===== config.mk =====
export PLATFORM = sky130hd
export DESIGN_NAME = realtime_task_tick_scheduler
export DESIGN_NICKNAME = d
export VERILOG_FILES = /design/src/rtl/rtts_pkg.sv /design/src/rtl/rtts_regs.sv /design/src/rtl/rtts_ctrl.sv /design/src/rtl/rtts_dp.sv /design/src/rtl/realtime_task_tick_scheduler.sv
export SDC_FILE = /design/constraint.sdc
export NUM_CORES = 1
export LEC_CHECK = 0
export BUFFER_PORTS_ARGS = -buffer_cell sky130_fd_sc_hd__buf_2
export CORE_ASPECT_RATIO = 0.9
export CORE_MARGIN = 5
export CORE_UTILIZATION = 60
export CTS_BUF_LIST = sky130_fd_sc_hd__clkbuf_8
export DETAILED_ROUTE_END_ITERATION = 6
export PLACE_DENSITY = 0.78
export SYNTH_ARGS = -nofsm -noshare
export SYNTH_HDL_FRONTEND = slang
export SYNTH_HIERARCHICAL = 1
export SYNTH_SLANG_ARGS = --single-unit

===== constraint.sdc =====
create_clock -name clk -period 5.4 [get_ports clk]
set_input_delay 0.81 -clock clk [delete_from_list [all_inputs] [get_ports clk]]
set_output_delay 0.81 -clock clk [all_outputs]
set_load 0.02 [all_outputs]

===== src/rtl/rtts_pkg.sv =====
// Shared codes, field widths and control/status bundles for the tick scheduler.
// No dependencies; every other file imports this package.
package rtts_pkg;

  localparam logic POL_EDF = 1'b0;
  localparam logic POL_RMS = 1'b1;

  localparam logic MODE_TICK = 1'b0;
  localparam logic MODE_LOAD = 1'b1;

  localparam logic REG_POLICY     = 1'b0;
  localparam logic REG_TASK_COUNT = 1'b1;

  localparam int IN_INDEX_W   = 3;
  localparam int IN_TIME_W    = 12;
  localparam int OUT_TASK_W   = 3;
  localparam int JOB_W        = 16;
  localparam int TASK_COUNT_W = 4;
  localparam int CFG_ADDR_W   = 3;
  localparam int CFG_DATA_W   = 32;

  typedef struct packed {
    logic load;        // write one table entry from the input transfer
    logic tick;        // start a tick: arm selection, rewind the walk
    logic walk_start;  // rewind the table walk
    logic scan;        // walk compares keys
    logic cdn;         // walk runs the chosen task and counts periods down
    logic res_load;    // move the tick result into the output register
  } rtts_cmd_t;

  typedef struct packed {
    logic walk_done;   // walk finished and read pipeline drained
    logic keep_hit;    // current task may be kept under RMS
    logic out_full;    // output register holds a result not taken this cycle
  } rtts_sts_t;

endpackage


===== src/rtl/rtts_regs.sv =====
// Configuration registers (policy, task count) behind the APB-style port.
// Depends on rtts_pkg for register codes and widths.
module rtts_regs import rtts_pkg::*; (
  input  logic                    clk,
  input  logic                    rst_n,
  input  logic                    psel,
  input  logic                    penable,
  input  logic                    pwrite,
  input  logic [CFG_ADDR_W-1:0]   paddr,
  input  logic [CFG_DATA_W-1:0]   pwdata,
  output logic [CFG_DATA_W-1:0]   prdata,
  output logic                    pready,
  output logic                    policy,
  output logic [TASK_COUNT_W-1:0] task_count
);

  logic                    policy_r;
  logic [TASK_COUNT_W-1:0] task_count_r;
  logic                    wr_en;
  logic                    reg_sel;

  assign pready  = 1'b1;
  assign wr_en   = psel && penable && pwrite;
  assign reg_sel = paddr[CFG_ADDR_W-1];

  always_ff @(posedge clk) begin
    if (!rst_n) begin
      policy_r     <= POL_EDF;
      task_count_r <= '0;
    end else if (wr_en) begin
      case (reg_sel)
        REG_POLICY:     policy_r     <= pwdata[0];
        REG_TASK_COUNT: task_count_r <= pwdata[TASK_COUNT_W-1:0];
        default:        policy_r     <= policy_r;
      endcase
    end
  end

  always_comb begin
    case (reg_sel)
      REG_POLICY:     prdata = CFG_DATA_W'(policy_r);
      REG_TASK_COUNT: prdata = CFG_DATA_W'(task_count_r);
      default:        prdata = '0;
    endcase
  end

  assign policy     = policy_r;
  assign task_count = task_count_r;

endmodule


===== src/rtl/rtts_ctrl.sv =====
// Sequencer for the tick scheduler: accepts items, steps scan and countdown walks.
// Depends on rtts_pkg for the command and status bundles.
module rtts_ctrl import rtts_pkg::*; (
  input  logic      clk,
  input  logic      rst_n,
  input  logic      in_valid,
  input  logic      in_mode,
  output logic      in_ready,
  input  rtts_sts_t sts,
  output rtts_cmd_t cmd
);

  typedef enum logic [2:0] {
    ST_IDLE = 3'b001,
    ST_SCAN = 3'b010,
    ST_CDN  = 3'b100
  } state_t;

  state_t state_r, state_nxt;

  always_ff @(posedge clk) begin
    if (!rst_n) begin
      state_r <= ST_IDLE;
    end else begin
      state_r <= state_nxt;
    end
  end

  always_comb begin
    state_nxt = state_r;
    cmd       = '0;
    in_ready  = 1'b0;
    case (state_r)
      ST_IDLE: begin
        in_ready = 1'b1;
        if (in_valid) begin
          if (in_mode == MODE_LOAD) begin
            cmd.load = 1'b1;
          end else if (in_mode == MODE_TICK) begin
            cmd.tick = 1'b1;
            // skip the scan when the running task is kept
            state_nxt = sts.keep_hit ? ST_CDN : ST_SCAN;
          end
        end
      end
      ST_SCAN: begin
        cmd.scan = 1'b1;
        if (sts.walk_done) begin
          cmd.walk_start = 1'b1;
          state_nxt      = ST_CDN;
        end
      end
      ST_CDN: begin
        cmd.cdn = 1'b1;
        // hold until the output register can take the result
        if (sts.walk_done && !sts.out_full) begin
          cmd.res_load = 1'b1;
          state_nxt    = ST_IDLE;
        end
      end
      default: begin
        state_nxt = ST_IDLE;
      end
    endcase
  end

endmodule


===== src/rtl/rtts_dp.sv =====
// Datapath: task table memories, active bits, table walker, selection and result register.
// Depends on rtts_pkg for commands, status and codes.
module rtts_dp import rtts_pkg::*; #(
  parameter int MAX_TASKS = 8,
  parameter int TIME_BITS = 12
) (
  input  logic                    clk,
  input  logic                    rst_n,
  input  rtts_cmd_t               cmd,
  output rtts_sts_t               sts,
  input  logic                    policy,
  input  logic [TASK_COUNT_W-1:0] task_count,
  input  logic [IN_INDEX_W-1:0]   in_task_index,
  input  logic [IN_TIME_W-1:0]    in_compute_time,
  input  logic [IN_TIME_W-1:0]    in_period,
  output logic                    out_valid,
  input  logic                    out_ready,
  output logic                    out_idle,
  output logic [OUT_TASK_W-1:0]   out_run_task,
  output logic [JOB_W-1:0]        out_job_number,
  output logic                    out_job_finished
);

  localparam int IW = (MAX_TASKS > 1) ? $clog2(MAX_TASKS) : 1;
  localparam int CW = $clog2(MAX_TASKS + 1);
  localparam int TW = TIME_BITS;

  // task table
  logic [TW-1:0]    mem_ce  [MAX_TASKS];
  logic [TW-1:0]    mem_pe  [MAX_TASKS];
  logic [TW-1:0]    mem_cl  [MAX_TASKS];
  logic [TW-1:0]    mem_pl  [MAX_TASKS];
  logic [JOB_W-1:0] mem_job [MAX_TASKS];

  logic [TW-1:0]    rd_ce_r, rd_pe_r, rd_cl_r, rd_pl_r;
  logic [JOB_W-1:0] rd_job_r;

  logic [MAX_TASKS-1:0] active_r;

  logic [CW-1:0] n_w;
  logic [CW-1:0] idx_r, idx_nxt;
  logic          rd_vld_r;
  logic [IW-1:0] rd_idx_r;
  logic          walk_rd;

  logic          load_ok;
  logic [IW-1:0] load_idx;
  logic [TW-1:0] ld_c, ld_p;

  logic          best_vld_r;
  logic [IW-1:0] best_idx_r;
  logic [TW-1:0] best_key_r;
  logic [TW-1:0] scan_key;
  logic          scan_take;

  logic          cur_vld_r;
  logic [IW-1:0] cur_r;

  logic             wr_dyn;
  logic             run_hit;
  logic             run_fin;
  logic [TW-1:0]    cl_new, pl_new;
  logic [JOB_W-1:0] job_new;
  logic             act_new;

  logic [JOB_W-1:0] run_job_r;
  logic             run_fin_r;

  logic                  out_valid_r;
  logic                  out_idle_r;
  logic [OUT_TASK_W-1:0] out_run_r;
  logic [JOB_W-1:0]      out_job_r;
  logic                  out_fin_r;

  // entries taking part; counts above the table size act as the table size
  assign n_w = (32'(task_count) > MAX_TASKS) ? CW'(MAX_TASKS) : CW'(task_count);

  assign load_ok  = 32'(in_task_index) < MAX_TASKS;
  assign load_idx = IW'(in_task_index);
  assign ld_c     = TW'(in_compute_time);
  assign ld_p     = TW'(in_period);

  // walker: one read per cycle, data is processed in the cycle after the read
  assign walk_rd = (cmd.scan || cmd.cdn) && (idx_r < n_w);

  always_comb begin
    idx_nxt = idx_r;
    if (cmd.tick || cmd.walk_start) begin
      idx_nxt = '0;
    end else if (walk_rd) begin
      idx_nxt = idx_r + CW'(1);
    end
  end

  always_ff @(posedge clk) begin
    if (!rst_n) begin
      idx_r    <= '0;
      rd_vld_r <= 1'b0;
    end else begin
      idx_r    <= idx_nxt;
      rd_vld_r <= walk_rd;
    end
  end

  always_ff @(posedge clk) begin
    if (walk_rd) begin
      rd_idx_r <= idx_r[IW-1:0];
    end
  end

  always_ff @(posedge clk) begin
    if (cmd.load && load_ok) begin
      mem_ce[load_idx]  <= ld_c;
      mem_pe[load_idx]  <= ld_p;
      mem_cl[load_idx]  <= ld_c;
      mem_pl[load_idx]  <= ld_p;
      mem_job[load_idx] <= JOB_W'(1);
    end else if (wr_dyn) begin
      mem_cl[rd_idx_r]  <= cl_new;
      mem_pl[rd_idx_r]  <= pl_new;
      mem_job[rd_idx_r] <= job_new;
    end
    rd_ce_r  <= mem_ce[idx_r[IW-1:0]];
    rd_pe_r  <= mem_pe[idx_r[IW-1:0]];
    rd_cl_r  <= mem_cl[idx_r[IW-1:0]];
    rd_pl_r  <= mem_pl[idx_r[IW-1:0]];
    rd_job_r <= mem_job[idx_r[IW-1:0]];
  end

  // selection scan
  assign scan_key  = (policy == POL_RMS) ? rd_pe_r : rd_pl_r;
  assign scan_take = cmd.scan && rd_vld_r && active_r[rd_idx_r] &&
                     (!best_vld_r || (scan_key < best_key_r));

  always_ff @(posedge clk) begin
    if (!rst_n) begin
      best_vld_r <= 1'b0;
    end else if (cmd.tick) begin
      best_vld_r <= sts.keep_hit;
    end else if (scan_take) begin
      best_vld_r <= 1'b1;
    end
  end

  always_ff @(posedge clk) begin
    if (cmd.tick) begin
      best_idx_r <= cur_r;
    end else if (scan_take) begin
      best_idx_r <= rd_idx_r;
      best_key_r <= scan_key;
    end
  end

  // run the chosen entry, then count its period down
  assign wr_dyn  = cmd.cdn && rd_vld_r;
  assign run_hit = best_vld_r && (rd_idx_r == best_idx_r);
  assign run_fin = rd_cl_r <= TW'(1);

  always_comb begin
    cl_new  = rd_cl_r;
    job_new = rd_job_r;
    act_new = active_r[rd_idx_r];
    if (run_hit) begin
      if (run_fin) begin
        cl_new  = '0;
        act_new = 1'b0;
        job_new = rd_job_r + JOB_W'(1);
      end else begin
        cl_new = rd_cl_r - TW'(1);
      end
    end
    if (rd_pl_r <= TW'(1)) begin
      pl_new  = rd_pe_r;
      cl_new  = rd_ce_r;
      act_new = 1'b1;
    end else begin
      pl_new = rd_pl_r - TW'(1);
    end
  end

  always_ff @(posedge clk) begin
    if (!rst_n) begin
      active_r <= '0;
    end else if (cmd.load && load_ok) begin
      active_r[load_idx] <= 1'b1;
    end else if (wr_dyn) begin
      active_r[rd_idx_r] <= act_new;
    end
  end

  always_ff @(posedge clk) begin
    if (cmd.tick) begin
      run_job_r <= '0;
      run_fin_r <= 1'b0;
    end else if (wr_dyn && run_hit) begin
      run_job_r <= rd_job_r;
      run_fin_r <= run_fin;
    end
  end

  // current task and result register
  always_ff @(posedge clk) begin
    if (!rst_n) begin
      cur_vld_r   <= 1'b0;
      out_valid_r <= 1'b0;
    end else if (cmd.res_load) begin
      cur_vld_r   <= best_vld_r;
      out_valid_r <= 1'b1;
    end else if (out_ready) begin
      out_valid_r <= 1'b0;
    end
  end

  always_ff @(posedge clk) begin
    if (cmd.res_load) begin
      cur_r      <= best_idx_r;
      out_idle_r <= !best_vld_r;
      out_run_r  <= best_vld_r ? OUT_TASK_W'(best_idx_r) : '0;
      out_job_r  <= run_job_r;
      out_fin_r  <= run_fin_r;
    end
  end

  assign sts.walk_done = (idx_r >= n_w) && !rd_vld_r;
  assign sts.keep_hit  = (policy == POL_RMS) && cur_vld_r &&
                         (CW'(cur_r) < n_w) && active_r[cur_r];
  assign sts.out_full  = out_valid_r && !out_ready;

  assign out_valid        = out_valid_r;
  assign out_idle         = out_idle_r;
  assign out_run_task     = out_run_r;
  assign out_job_number   = out_job_r;
  assign out_job_finished = out_fin_r;

endmodule


===== src/rtl/realtime_task_tick_scheduler.sv =====
// Periodic task tick scheduler (EDF / RMS) over a table of MAX_TASKS entries.
// Load item: writes one entry, no result. Tick item: the single table read port is swept once to
// select and once to run and count down; the select sweep is skipped when RMS keeps the current
// task. No new item is taken until a tick is through; a result waiting in the output register
// holds the tick behind it.
// Reset (rst_n, synchronous): all tasks inactive, no current task, registers 0.
module realtime_task_tick_scheduler import rtts_pkg::*; #(
  parameter int MAX_TASKS = 8,
  parameter int TIME_BITS = 12
) (
  input  logic                  clk,
  input  logic                  rst_n,
  input  logic                  in_valid,
  output logic                  in_ready,
  input  logic                  in_mode,
  input  logic [IN_INDEX_W-1:0] in_task_index,
  input  logic [IN_TIME_W-1:0]  in_compute_time,
  input  logic [IN_TIME_W-1:0]  in_period,
  output logic                  out_valid,
  input  logic                  out_ready,
  output logic                  out_idle,
  output logic [OUT_TASK_W-1:0] out_run_task,
  output logic [JOB_W-1:0]      out_job_number,
  output logic                  out_job_finished,
  input  logic                  psel,
  input  logic                  penable,
  input  logic                  pwrite,
  input  logic [CFG_ADDR_W-1:0] paddr,
  input  logic [CFG_DATA_W-1:0] pwdata,
  output logic [CFG_DATA_W-1:0] prdata,
  output logic                  pready
);

  logic                    policy;
  logic [TASK_COUNT_W-1:0] task_count;
  rtts_cmd_t               cmd;
  rtts_sts_t               sts;

  rtts_regs u_regs (
    .clk        (clk),
    .rst_n      (rst_n),
    .psel       (psel),
    .penable    (penable),
    .pwrite     (pwrite),
    .paddr      (paddr),
    .pwdata     (pwdata),
    .prdata     (prdata),
    .pready     (pready),
    .policy     (policy),
    .task_count (task_count)
  );

  rtts_ctrl u_ctrl (
    .clk      (clk),
    .rst_n    (rst_n),
    .in_valid (in_valid),
    .in_mode  (in_mode),
    .in_ready (in_ready),
    .sts      (sts),
    .cmd      (cmd)
  );

  rtts_dp #(
    .MAX_TASKS (MAX_TASKS),
    .TIME_BITS (TIME_BITS)
  ) u_dp (
    .clk              (clk),
    .rst_n            (rst_n),
    .cmd              (cmd),
    .sts              (sts),
    .policy           (policy),
    .task_count       (task_count),
    .in_task_index    (in_task_index),
    .in_compute_time  (in_compute_time),
    .in_period        (in_period),
    .out_valid        (out_valid),
    .out_ready        (out_ready),
    .out_idle         (out_idle),
    .out_run_task     (out_run_task),
    .out_job_number   (out_job_number),
    .out_job_finished (out_job_finished)
  );

endmodule


Word-level counts from Yosys, hierarchy flattened. Memory sizes are Yosys's and may differ from the RTL's. A register that Yosys moved wholly into a read port is not among the register bits. Index checks and enable logic that the tools add are counted. W data, S select, Z words.

Flip-flop bits (word level): 83. Memory bits (writable): 512. Output and inout port bits: 56. Word-level logic and storage cells: 145. Memories: 5.

Memory list: u_dp.mem_job (words 8, bits a word 16, read ports 1, clocked after Yosys merged registers in 1, write ports 1, line rtts_dp.sv:33) `logic [JOB_W-1:0] mem_job [MAX_TASKS];`; u_dp.mem_ce (words 8, bits a word 12, read ports 1, clocked after Yosys merged registers in 1, write ports 1, line rtts_dp.sv:29) `logic [TW-1:0] mem_ce [MAX_TASKS];`; u_dp.mem_cl (words 8, bits a word 12, read ports 1, clocked after Yosys merged registers in 1, write ports 1, line rtts_dp.sv:31) `logic [TW-1:0] mem_cl [MAX_TASKS];`; u_dp.mem_pe (words 8, bits a word 12, read ports 1, clocked after Yosys merged registers in 1, write ports 1, line rtts_dp.sv:30) `logic [TW-1:0] mem_pe [MAX_TASKS];`; u_dp.mem_pl (words 8, bits a word 12, read ports 1, clocked after Yosys merged registers in 1, write ports 1, line rtts_dp.sv:32) `logic [TW-1:0] mem_pl [MAX_TASKS];`.

$add $sub $neg: 4. $lt $le $gt $ge: 12. Equality and inequality tests: 8. Mux-type cells: 58. Bitwise logic cells: 4. Reductions and logical operators: 35.

Operators with widths (count): $mux W12 (7); $pmux W32 S2 (1); $mux W16 (3); $mux W3 (10); $le A12 B1 Y1 const B (2); $mux W1 (24); $reduce_or A12 Y1 (2); $sub A12 B1 Y12 const B (2); $logic_and A1 B1 Y1 (17); $add A16 B1 Y16 const B (1); $mux W8 (2); $reduce_or A16 Y1 (1); $lt A12 B12 Y1 (1); $lt A3 B4 Y1 const B (3); $pmux W3 S3 (1); $bwmux W8 (1); $mux W2 (4); $or A8 B8 Y8 (1); $bmux W1 S3 (2); $demux W1 S3 (2); $ge A3 B1 Y1 const B (2); $reduce_and A2 Y1 (3); $reduce_bool A2 Y1 (3); $add A4 B1 Y4 const B (1); 16 further kinds (25).

Logic depth before layout (Yosys ltp). Gate-level depths: netlist of the first run.

Depth after elaboration: 13. Mapped depth: 12. Gate-level depth less buffers: 10.

Hierarchy. Netlist of the first run, hierarchy kept.

Modules (own cells, without submodules): rtts_dp (instances 1, cells an instance 1421, area an instance 25599.6 sq um, seq. area each 18577.8 sq um); rtts_regs (instances 1, cells an instance 57, area an instance 478.0 sq um, seq. area each 100.1 sq um); rtts_ctrl (instances 1, cells an instance 25, area an instance 226.5 sq um, seq. area each 60.1 sq um).

Least setup slack after synthesis of the first run. OpenSTA, ideal clock, no wires.

Path type: register to register. From: register u_dp.idx_r[0]. To: register u_dp.cur_vld_r. Data arrival time: 4.031 ns. Path slack: 1.252 ns. Cell stages (with the launch flop): 12. Period minus slack after synthesis: 4.148 ns. Path through: dfxtp_1 clkbuf_1 clkbuf_1 buf_2 inv_1 ha_1 o2111ai_1 a21oi_1 inv_1 nor3_1 mux2i_1 nor2b_1.

RTL lines: from (decl) (line rtts_dp.sv:41) `logic [CW-1:0] idx_r, idx_nxt;`; from (signal assigned) (line rtts_dp.sv:100) `idx_r <= idx_nxt;`; to (signal assigned) (line rtts_dp.sv:207) `cur_vld_r <= best_vld_r;`; to (decl) (line rtts_dp.sv:56) `logic cur_vld_r;`.

==> results of run 1 <==
==> cells by family (layout without fill, tap and decap cells) <==
group / after synthesis / in the layout / share of synthesized area
AO/OA/AOI/OAI: 155 / 155 / 0.0363
multiplexers: 224 / 224 / 0.150
buffers and inverters: 129 / 304 / 0.0235
XOR/XNOR: 25 / 25 / 0.00832
AND/OR/NAND/NOR: 286 / 286 / 0.0580
adder cells (fa/ha/maj): 23 / 23 / 0.0109
flip-flops: 659 / 659 / 0.712
other: 2 / 29 / 0.000286
==> worst paths after layout <==
check / slack [ns] / endpoint / from / depth (start not counted)
min reg2reg: 0.43 / u_dp/out_job_number[12] / u_dp/run_job_r[12] / 0
min: 0.40 / u_regs/task_count[2] / pwdata[2] / 3
max: 1.35 / u_dp/mem_cl[7][9] / u_ctrl/state_r[0] / 7
max reg2reg: 1.35 / u_dp/mem_cl[7][9] / u_ctrl/state_r[0] / 7
==> per-stage QoR <==
step / total power, uW / instance area (sq um)
4_1_cts: 9530 / 29000
5_1_grt: 9810 / 29000
3_3_place_gp: 5880 / 27200
2_1_floorplan: 5810 / 26400
6_report: 9440 / 29000
3_5_place_dp: 5890 / 27200
==> Yosys cell counts (11+ instances only) <==
master / n / area share
sky130_fd_sc_hd__buf_4: 29 / 0.0083
sky130_fd_sc_hd__ha_1: 23 / 0.011
sky130_fd_sc_hd__mux2_2: 79 / 0.034
sky130_fd_sc_hd__mux2i_1: 16 / 0.0061
sky130_fd_sc_hd__xnor2_1: 13 / 0.0043
sky130_fd_sc_hd__nor3_1: 11 / 0.0021
sky130_fd_sc_hd__edfxtp_1: 554 / 0.63
sky130_fd_sc_hd__o21ai_0: 36 / 0.0068
sky130_fd_sc_hd__nand3_1: 18 / 0.0034
sky130_fd_sc_hd__nand2_1: 100 / 0.014
sky130_fd_sc_hd__mux4_2: 129 / 0.11
sky130_fd_sc_hd__o31ai_1: 16 / 0.0046
sky130_fd_sc_hd__and3_1: 13 / 0.0031
sky130_fd_sc_hd__inv_1: 31 / 0.0044
sky130_fd_sc_hd__dfxtp_1: 105 / 0.080
sky130_fd_sc_hd__nor2_1: 52 / 0.0074
sky130_fd_sc_hd__xor2_1: 12 / 0.0040
sky130_fd_sc_hd__a21oi_1: 58 / 0.011
sky130_fd_sc_hd__buf_2: 11 / 0.0021
sky130_fd_sc_hd__clkbuf_1: 46 / 0.0066
==> final cells by class <==
class,instances,area [sq um],share of cell area
clock buffer,106,1460,0.0502
sequential,659,18700,0.646
multi-input combinational,742,7150,0.246
inverter,31,116,0.00401
timing repair buffer,91,531,0.0183
tap,555,694,0.0239
clock inverter,76,347,0.0119
==> flip-flops by register name, summed over array words and instances, names as in the netlist, 16 cells and up <==
register	count
u_dp/mem_ce	96
u_dp/mem_cl	96
u_dp/mem_job	128
u_dp/mem_pe	96
u_dp/mem_pl	96
u_dp/out_job_number	16
u_dp/rd_job_r	16
u_dp/run_job_r	16
==> routing by layer <==
| metal | vias up | wire length, um |
|---|---|---|
| li1 | 6134 | - |
| met1 | 7069 | 21300 |
| met3 | 100 | 3850 |
| met4 | 0 | 1260 |
| met2 | 554 | 25500 |
| met5 | - | 0 |
==> worst reg2reg max path: cells and delay by family, from the launching register on <==
kind | cells | cell delay [ns]
buffers and inverters | 2 | 0.73
flip-flops | 1 | 0.39
multiplexers | 1 | 0.38
AND/OR/NAND/NOR | 4 | 2.24
==> where the power goes <==
group	switching (uW)	total (uW)	internal, uW
Sequential	24.2	5560	5540
Combinational	158	223	65.4
Clock	1800	3650	1860
==> summary.log, run 1 <==
qor: run_status.outcome complete, no violations
qor: critical_path.critical_path_class register to register
qor: floorplan.fp.dieArea 0.0481 sq mm
qor: sta.clock-skew-final 0.0256 ns
qor: floorplan.fp.dieH 209 um
qor: power_and_ir_drop.vdd_drop_max 0.000216 V
qor: critical_path.worstPathArrival 4.40 ns
qor: grt.grtUsageMet2 0.356
qor: final_layout.final_cell_count_no_fill 2260
qor: clock_tree.cts_setup_buffers 0
qor: grt.antenna_found_initial 0
qor: logic_synthesis.edff_count_synth 554
qor: grt.globalRoute.busiestLayer met2
qor: floorplan.dieWidth 231 um
qor: floorplan.core.rowCount 72
qor: sta.fmaxAchievable 247 MHz
qor: clock_tree.clk_pin_slew_worst_paths 0.06 ns
qor: clock_tree.tritoncts_num_sinks 659
qor: critical_path.crit_family simple AND/OR/NAND/NOR gates
qor: critical_path.cpMaxStageDelayCell sky130_fd_sc_hd__nor2_4
qor: route.drt_iter0_markers 1383
qor: grt.track_usage 0.219
qor: logic_synthesis.syn_area_per_cell 17.5 sq um
qor: critical_path.timing.critical_path.from_type register
qor: grt.globalRouteOverflowTotal 0
qor: logic_synthesis.synthesis.instances 1503
qor: hold_path.worstHoldPathType input port to register
qor: power_and_ir_drop.leakagePower 0.00991 uW
qor: grt.global_route.usage.met3 0.0467
qor: sta.rsz0062_at_grt false
qor: final_layout.antenna_cells 0
qor: final_layout.most-common-layout-cells sky130_fd_sc_hd__edfxtp_1 (554), sky130_fd_sc_hd__mux4_2 (129), sky130_fd_sc_hd__clkbuf_8 (106), sky130_fd_sc_hd__dfxtp_1 (102), sky130_fd_sc_hd__nand2_1 (100)
qor: route.drt-pass1-iter-count 6
qor: placement.gp_congestion 0.845
qor: clock_tree.cts_root_buffer sky130_fd_sc_hd__clkbuf_8
qor: logic_synthesis.netlist_area 0.0263 sq mm
qor: critical_path.worstPathCellList nor3b_4 > and3_1 > inv_1 > nand3_2 > mux2i_1 > nor2_4 > buf_4
qor: clock_tree.tritoncts_buffers 97
qor: logic_synthesis.unique_masters_post_synth 74
qor: final_layout.final_util 0.673
qor: run.max_cap_viol_count 0
qor: critical_path.worstPathMaxFanout 30
qor: sta.fin_worst_hold_slack 0.402 ns
qor: route.drc_errors 0
qor: placement.placed_cells 2078
qor: logic_synthesis.synth_sequential_area_ratio 0.712
qor: placement.placement.io_buffers 66
qor: final_layout.commonest_non_fill_non_tap_cell_in_the_layout sky130_fd_sc_hd__edfxtp_1
qor: clock_tree.cts_max_level 3
qor: clock_tree.worst_skew_pair.late_latency 0.68 ns
qor: final_layout.area_delta_synth_final 10.4%
qor: route.routed-via-count 13857
qor: clock_tree.ctsHoldBuffers 0
qor: sta.finalCritPeriodShare 0.751
qor: sta.setup_ws 1.35 ns
qor: floorplan.core_area 0.0432 sq mm
qor: grt.via_count_of_the_first_global_routing_pass 14269
qor: route.post_drt_wl_per_cell 22.9 um
qor: final_layout.layout_cells_sized_above_1 0.273
qor: grt.grt_pass1_wl 81600 um
qor: logic_synthesis.yosysWarningCount 6
qor: route.postRouteAntennaNets 0
qor: route.wirelength 51900 um
qor: logic_synthesis.synth-seq-cells 659
qor: floorplan.initial_utilization 0.610
qor: clock_tree.postCtsResizedCells 0
qor: sta.slew_of_the_pin_with_the_lowest_slew_margin 1.23 ns
qor: logic_synthesis.async_reset_ff_frac 0
qor: critical_path.worstPathRequired 5.75 ns
qor: placement.detailedPlacementHpwl 30000 um
qor: sta.final_setup_violating_endpoints 0
qor: clock_tree.cts_tree yes
qor: power_and_ir_drop.power_per_cell_area 325 mW/mm^2
qor: critical_path.timing.critical_path.buf_inv 2
qor: sta.relSlewSlack 0.178
qor: floorplan.number_of_i_o_pins 126
qor: sta.number_of_hold_violations_in_the_final_report 0
qor: clock_tree.clock_tree.buffer_depth 3
qor: critical_path.critical_path.endpoint_type register
qor: grt.grtUsageMet1 0.307
qor: route.vias_per_cell 6.13
qor: final_layout.nNetsFinal 1715
qor: grt.maximum_number_of_pins_on_one_net_before_global_route_repair 111
qor: logic_synthesis.yosys_most_used_dff sky130_fd_sc_hd__edfxtp_1
qor: sta.setup_total_negative_slack 0 ns
qor: placement.worst_slack_at_placement 1.10 ns
qor: critical_path.crit_path_max_incr_delay 1.04 ns
qor: sta.final_period_minus_worst_setup_slack 4.05 ns
qor: sta.report.final.slew_viol_count 0
qor: final_layout.fill_cells 2772
Power figures use the tool's default switching activity.
==> inputs of run 2 (changes only) <==
--- a/config.mk
+++ b/config.mk
@@ -5,6 +5,7 @@
 export SDC_FILE = /design/constraint.sdc
 export NUM_CORES = 1
 export LEC_CHECK = 0
+export ABC_AREA = 1
 export BUFFER_PORTS_ARGS = -buffer_cell sky130_fd_sc_hd__buf_2
 export CORE_ASPECT_RATIO = 0.9
 export CORE_MARGIN = 5
==> constraint.sdc (replaced) <==
create_clock -name clk -period 4.15 [get_ports clk]
set_input_delay 0.6225 -clock clk [delete_from_list [all_inputs] [get_ports clk]]
set_output_delay 0.6225 -clock clk [all_outputs]
set_load 0.02 [all_outputs]
==> summary.log, run 2 <==
qor: run_status.outcome complete, no violations
qor: clock_tree.tritoncts_buffers 101
qor: critical_path.worstPathRequired 4.49 ns
qor: final_layout.area_delta_synth_final 10.4%
qor: route.drt_iter0_markers 1779
qor: floorplan.initial_utilization 0.611
qor: logic_synthesis.synthesis.instances 2448
qor: clock_tree.cts_max_level 3
qor: logic_synthesis.synthDominantAreaCellType sky130_fd_sc_hd__edfxtp_1
qor: critical_path.crit_family simple AND/OR/NAND/NOR gates
qor: grt.grt_pass1_wl 94200 um
qor: route.drc_errors 0
qor: route.post_drt_wl_per_cell 18.6 um
qor: clock_tree.tritoncts_num_sinks 659
qor: sta.final_setup_violating_endpoints 0
qor: sta.setup_total_negative_slack 0 ns
qor: sta.slew_of_the_pin_with_the_lowest_slew_margin 1.13 ns
qor: power_and_ir_drop.vdd_drop_max 0.000287 V
qor: critical_path.critical_path.endpoint_type register
qor: route.drt-pass1-iter-count 5
qor: sta.setup_ws 0.912 ns
qor: placement.placed_cells 3017
qor: logic_synthesis.synth-seq-cells 659
qor: floorplan.fp.dieH 212 um
qor: logic_synthesis.synth_largest_type_area_fraction 0.614
qor: placement.detailedPlacementHpwl 33700 um
qor: critical_path.path_common_cell sky130_fd_sc_hd__nand2_1
qor: route.routed-via-count 18523
qor: floorplan.fp.dieArea 0.0495 sq mm
qor: floorplan.number_of_i_o_pins 126
qor: logic_synthesis.yosysWarningCount 6
qor: grt.track_usage 0.241
qor: floorplan.core_area 0.0444 sq mm
qor: logic_synthesis.unique_masters_post_synth 49
qor: clock_tree.postCtsResizedCells 0
qor: floorplan.dieWidth 234 um
qor: floorplan.core.rowCount 73
qor: final_layout.antenna_cells 0
qor: power_and_ir_drop.leakagePower 0.0110 uW
qor: logic_synthesis.synth.most_common_cell sky130_fd_sc_hd__nor2_1
qor: clock_tree.clock_tree.buffer_depth 3
qor: run.max_cap_viol_count 0
qor: logic_synthesis.synth_sequential_area_ratio 0.691
qor: critical_path.timing.critical_path.buf_inv 3
qor: placement.placement.io_buffers 66
qor: logic_synthesis.async_reset_ff_frac 0
qor: critical_path.cpMaxStageDelayCell sky130_fd_sc_hd__nor2_4
qor: sta.report.final.slew_viol_count 0
qor: sta.fin_worst_hold_slack 0.247 ns
qor: critical_path.crit_path_max_incr_delay 0.61 ns
qor: route.vias_per_cell 5.78
qor: final_layout.final_cell_count_no_fill 3204
qor: placement.gp_congestion 0.880
qor: final_layout.layout_cells_sized_above_1 0.109
qor: sta.clock-skew-final 0.0213 ns
qor: sta.number_of_hold_violations_in_the_final_report 0
qor: clock_tree.cts_setup_buffers 0
qor: logic_synthesis.syn_area_per_cell 11.1 sq um
qor: final_layout.most-common-layout-cells sky130_fd_sc_hd__nor2_1 (561), sky130_fd_sc_hd__edfxtp_1 (554), sky130_fd_sc_hd__o21ai_0 (318), sky130_fd_sc_hd__nand2_1 (221), sky130_fd_sc_hd__inv_1 (156)
qor: hold_path.worstHoldPathType input port to register
qor: sta.relSlewSlack 0.246
qor: route.postRouteAntennaNets 0
qor: clock_tree.cts_root_buffer sky130_fd_sc_hd__clkbuf_8
qor: logic_synthesis.netlist_area 0.0271 sq mm
qor: route.wirelength 59600 um
qor: clock_tree.clk_pin_slew_worst_paths 0.06 ns
qor: final_layout.commonest_non_fill_non_tap_cell_in_the_layout sky130_fd_sc_hd__nor2_1
qor: clock_tree.ctsHoldBuffers 0
qor: final_layout.max_flop_register u_dp/mem_job
qor: power_and_ir_drop.power_per_cell_area 424 mW/mm^2
qor: clock_tree.cts_tree yes
qor: sta.finalCritPeriodShare 0.780
qor: sta.final_period_minus_worst_setup_slack 3.24 ns
qor: logic_synthesis.synthTopCellsByArea sky130_fd_sc_hd__edfxtp_1 (61%), sky130_fd_sc_hd__nor2_1 (7.9%), sky130_fd_sc_hd__dfxtp_1 (7.8%)
qor: critical_path.worstPathMaxFanout 27
qor: critical_path.timing.critical_path.from_type register
qor: final_layout.largest_register_ff_count 128
qor: final_layout.final_util 0.674
qor: critical_path.worstPathCellList nor2_1 > nand2_1 > inv_1 > nand2_1 > nor2_4 > o21ai_0 > inv_1 > nand2_1 > nor2_4 > buf_12
qor: critical_path.worstPathArrival 3.58 ns
qor: final_layout.nNetsFinal 2613
qor: critical_path.critical_path_class register to register
qor: grt.globalRouteOverflowTotal 0
qor: sta.fmaxAchievable 309 MHz
qor: sta.rsz0062_at_grt false
qor: clock_tree.worst_skew_pair.late_latency 0.67 ns
qor: grt.via_count_of_the_first_global_routing_pass 17874
qor: grt.maximum_number_of_pins_on_one_net_before_global_route_repair 258
qor: logic_synthesis.edff_count_synth 554
qor: placement.worst_slack_at_placement 0.996 ns
qor: logic_synthesis.yosys_most_used_dff sky130_fd_sc_hd__edfxtp_1
qor: logic_synthesis.post_synth_top_cells sky130_fd_sc_hd__nor2_1 (574), sky130_fd_sc_hd__edfxtp_1 (554), sky130_fd_sc_hd__o21ai_0 (318)
qor: grt.antenna_found_initial 1
run 2: changes by cell type after synthesis, sizes merged, moves of 57 or more:
cell,before,now
mux2,79,0
o21ai,36,325
a31oi,2,69
mux4,129,0
nor2,53,585
inv,31,122
nand3,19,78
o22ai,10,67
nand2,100,226
run 2: final timing paths:
kind | from | to | cells after the start | slack, ns
setup / recovery | u_ctrl/state_r[0] | u_dp/mem_cl[4][10] | 10 | 0.91
hold / removal | out_ready | u_dp/out_valid | 4 | 0.25
setup reg to reg | u_ctrl/state_r[0] | u_dp/mem_cl[4][10] | 10 | 0.91
hold reg to reg | u_dp/run_fin_r | u_dp/out_job_finished | 0 | 0.43
run 2: metal layers:
layer / global-route usage / up-vias / part of all wire
li1: - / 8702 / -
met1: 0.331 / 8829 / 0.41
met2: 0.392 / 865 / 0.48
met3: 0.0455 / 125 / 0.085
met4: 0.0846 / 2 / 0.026
met5: 0 / - / 0.00022
run 2: worst register-to-register path, cell delays in order, from the launching register on:
cell                      delay (ns)
sky130_fd_sc_hd__dfxtp_1        0.36
sky130_fd_sc_hd__nor2_1         0.15
sky130_fd_sc_hd__nand2_1        0.10
sky130_fd_sc_hd__inv_1          0.08
sky130_fd_sc_hd__nand2_1        0.25
sky130_fd_sc_hd__nor2_4         0.50
sky130_fd_sc_hd__o21ai_0        0.20
sky130_fd_sc_hd__inv_1          0.09
sky130_fd_sc_hd__nand2_1        0.23
sky130_fd_sc_hd__nor2_4         0.61
sky130_fd_sc_hd__buf_12         0.31
run 2: kinds of logic after synthesis:
logic type	share of synthesized area
and+or+nand+nor	0.140
DFF	0.691
AOI/OAI and AO/OA	0.107
buffers and inverters	0.0462
adders and majority gates	0.0106
xor gates and xnor gates	0.00420
other	0.000277
run 2: area by class of cell:
type,instances,area [sq um]
clock buffers,117,1610
clock inverters,70,344
fillers,3142,14500
inverters,126,482
multi-input cells,1532,7320
flip-flops and latches,659,18700
well taps,600,751
repair buffers,100,673
run 2: metrics by stage:
stage,area [sq um],total power (uW)
floorplan,27200,7630
global placement,28000,7730
detailed placement,28000,7750
CTS,29900,12800
global route,29900,13200
finish,29900,12700
run 2: report_power, final:
part           internal, uW  leakage, uW  total [uW]  switching (uW)
Clock                  2690      0.00116        5080            2390
Sequential             7230      0.00592        7260            34.8
Combinational          89.6      0.00391         356             266
Total                 10000       0.0110       12700            2690
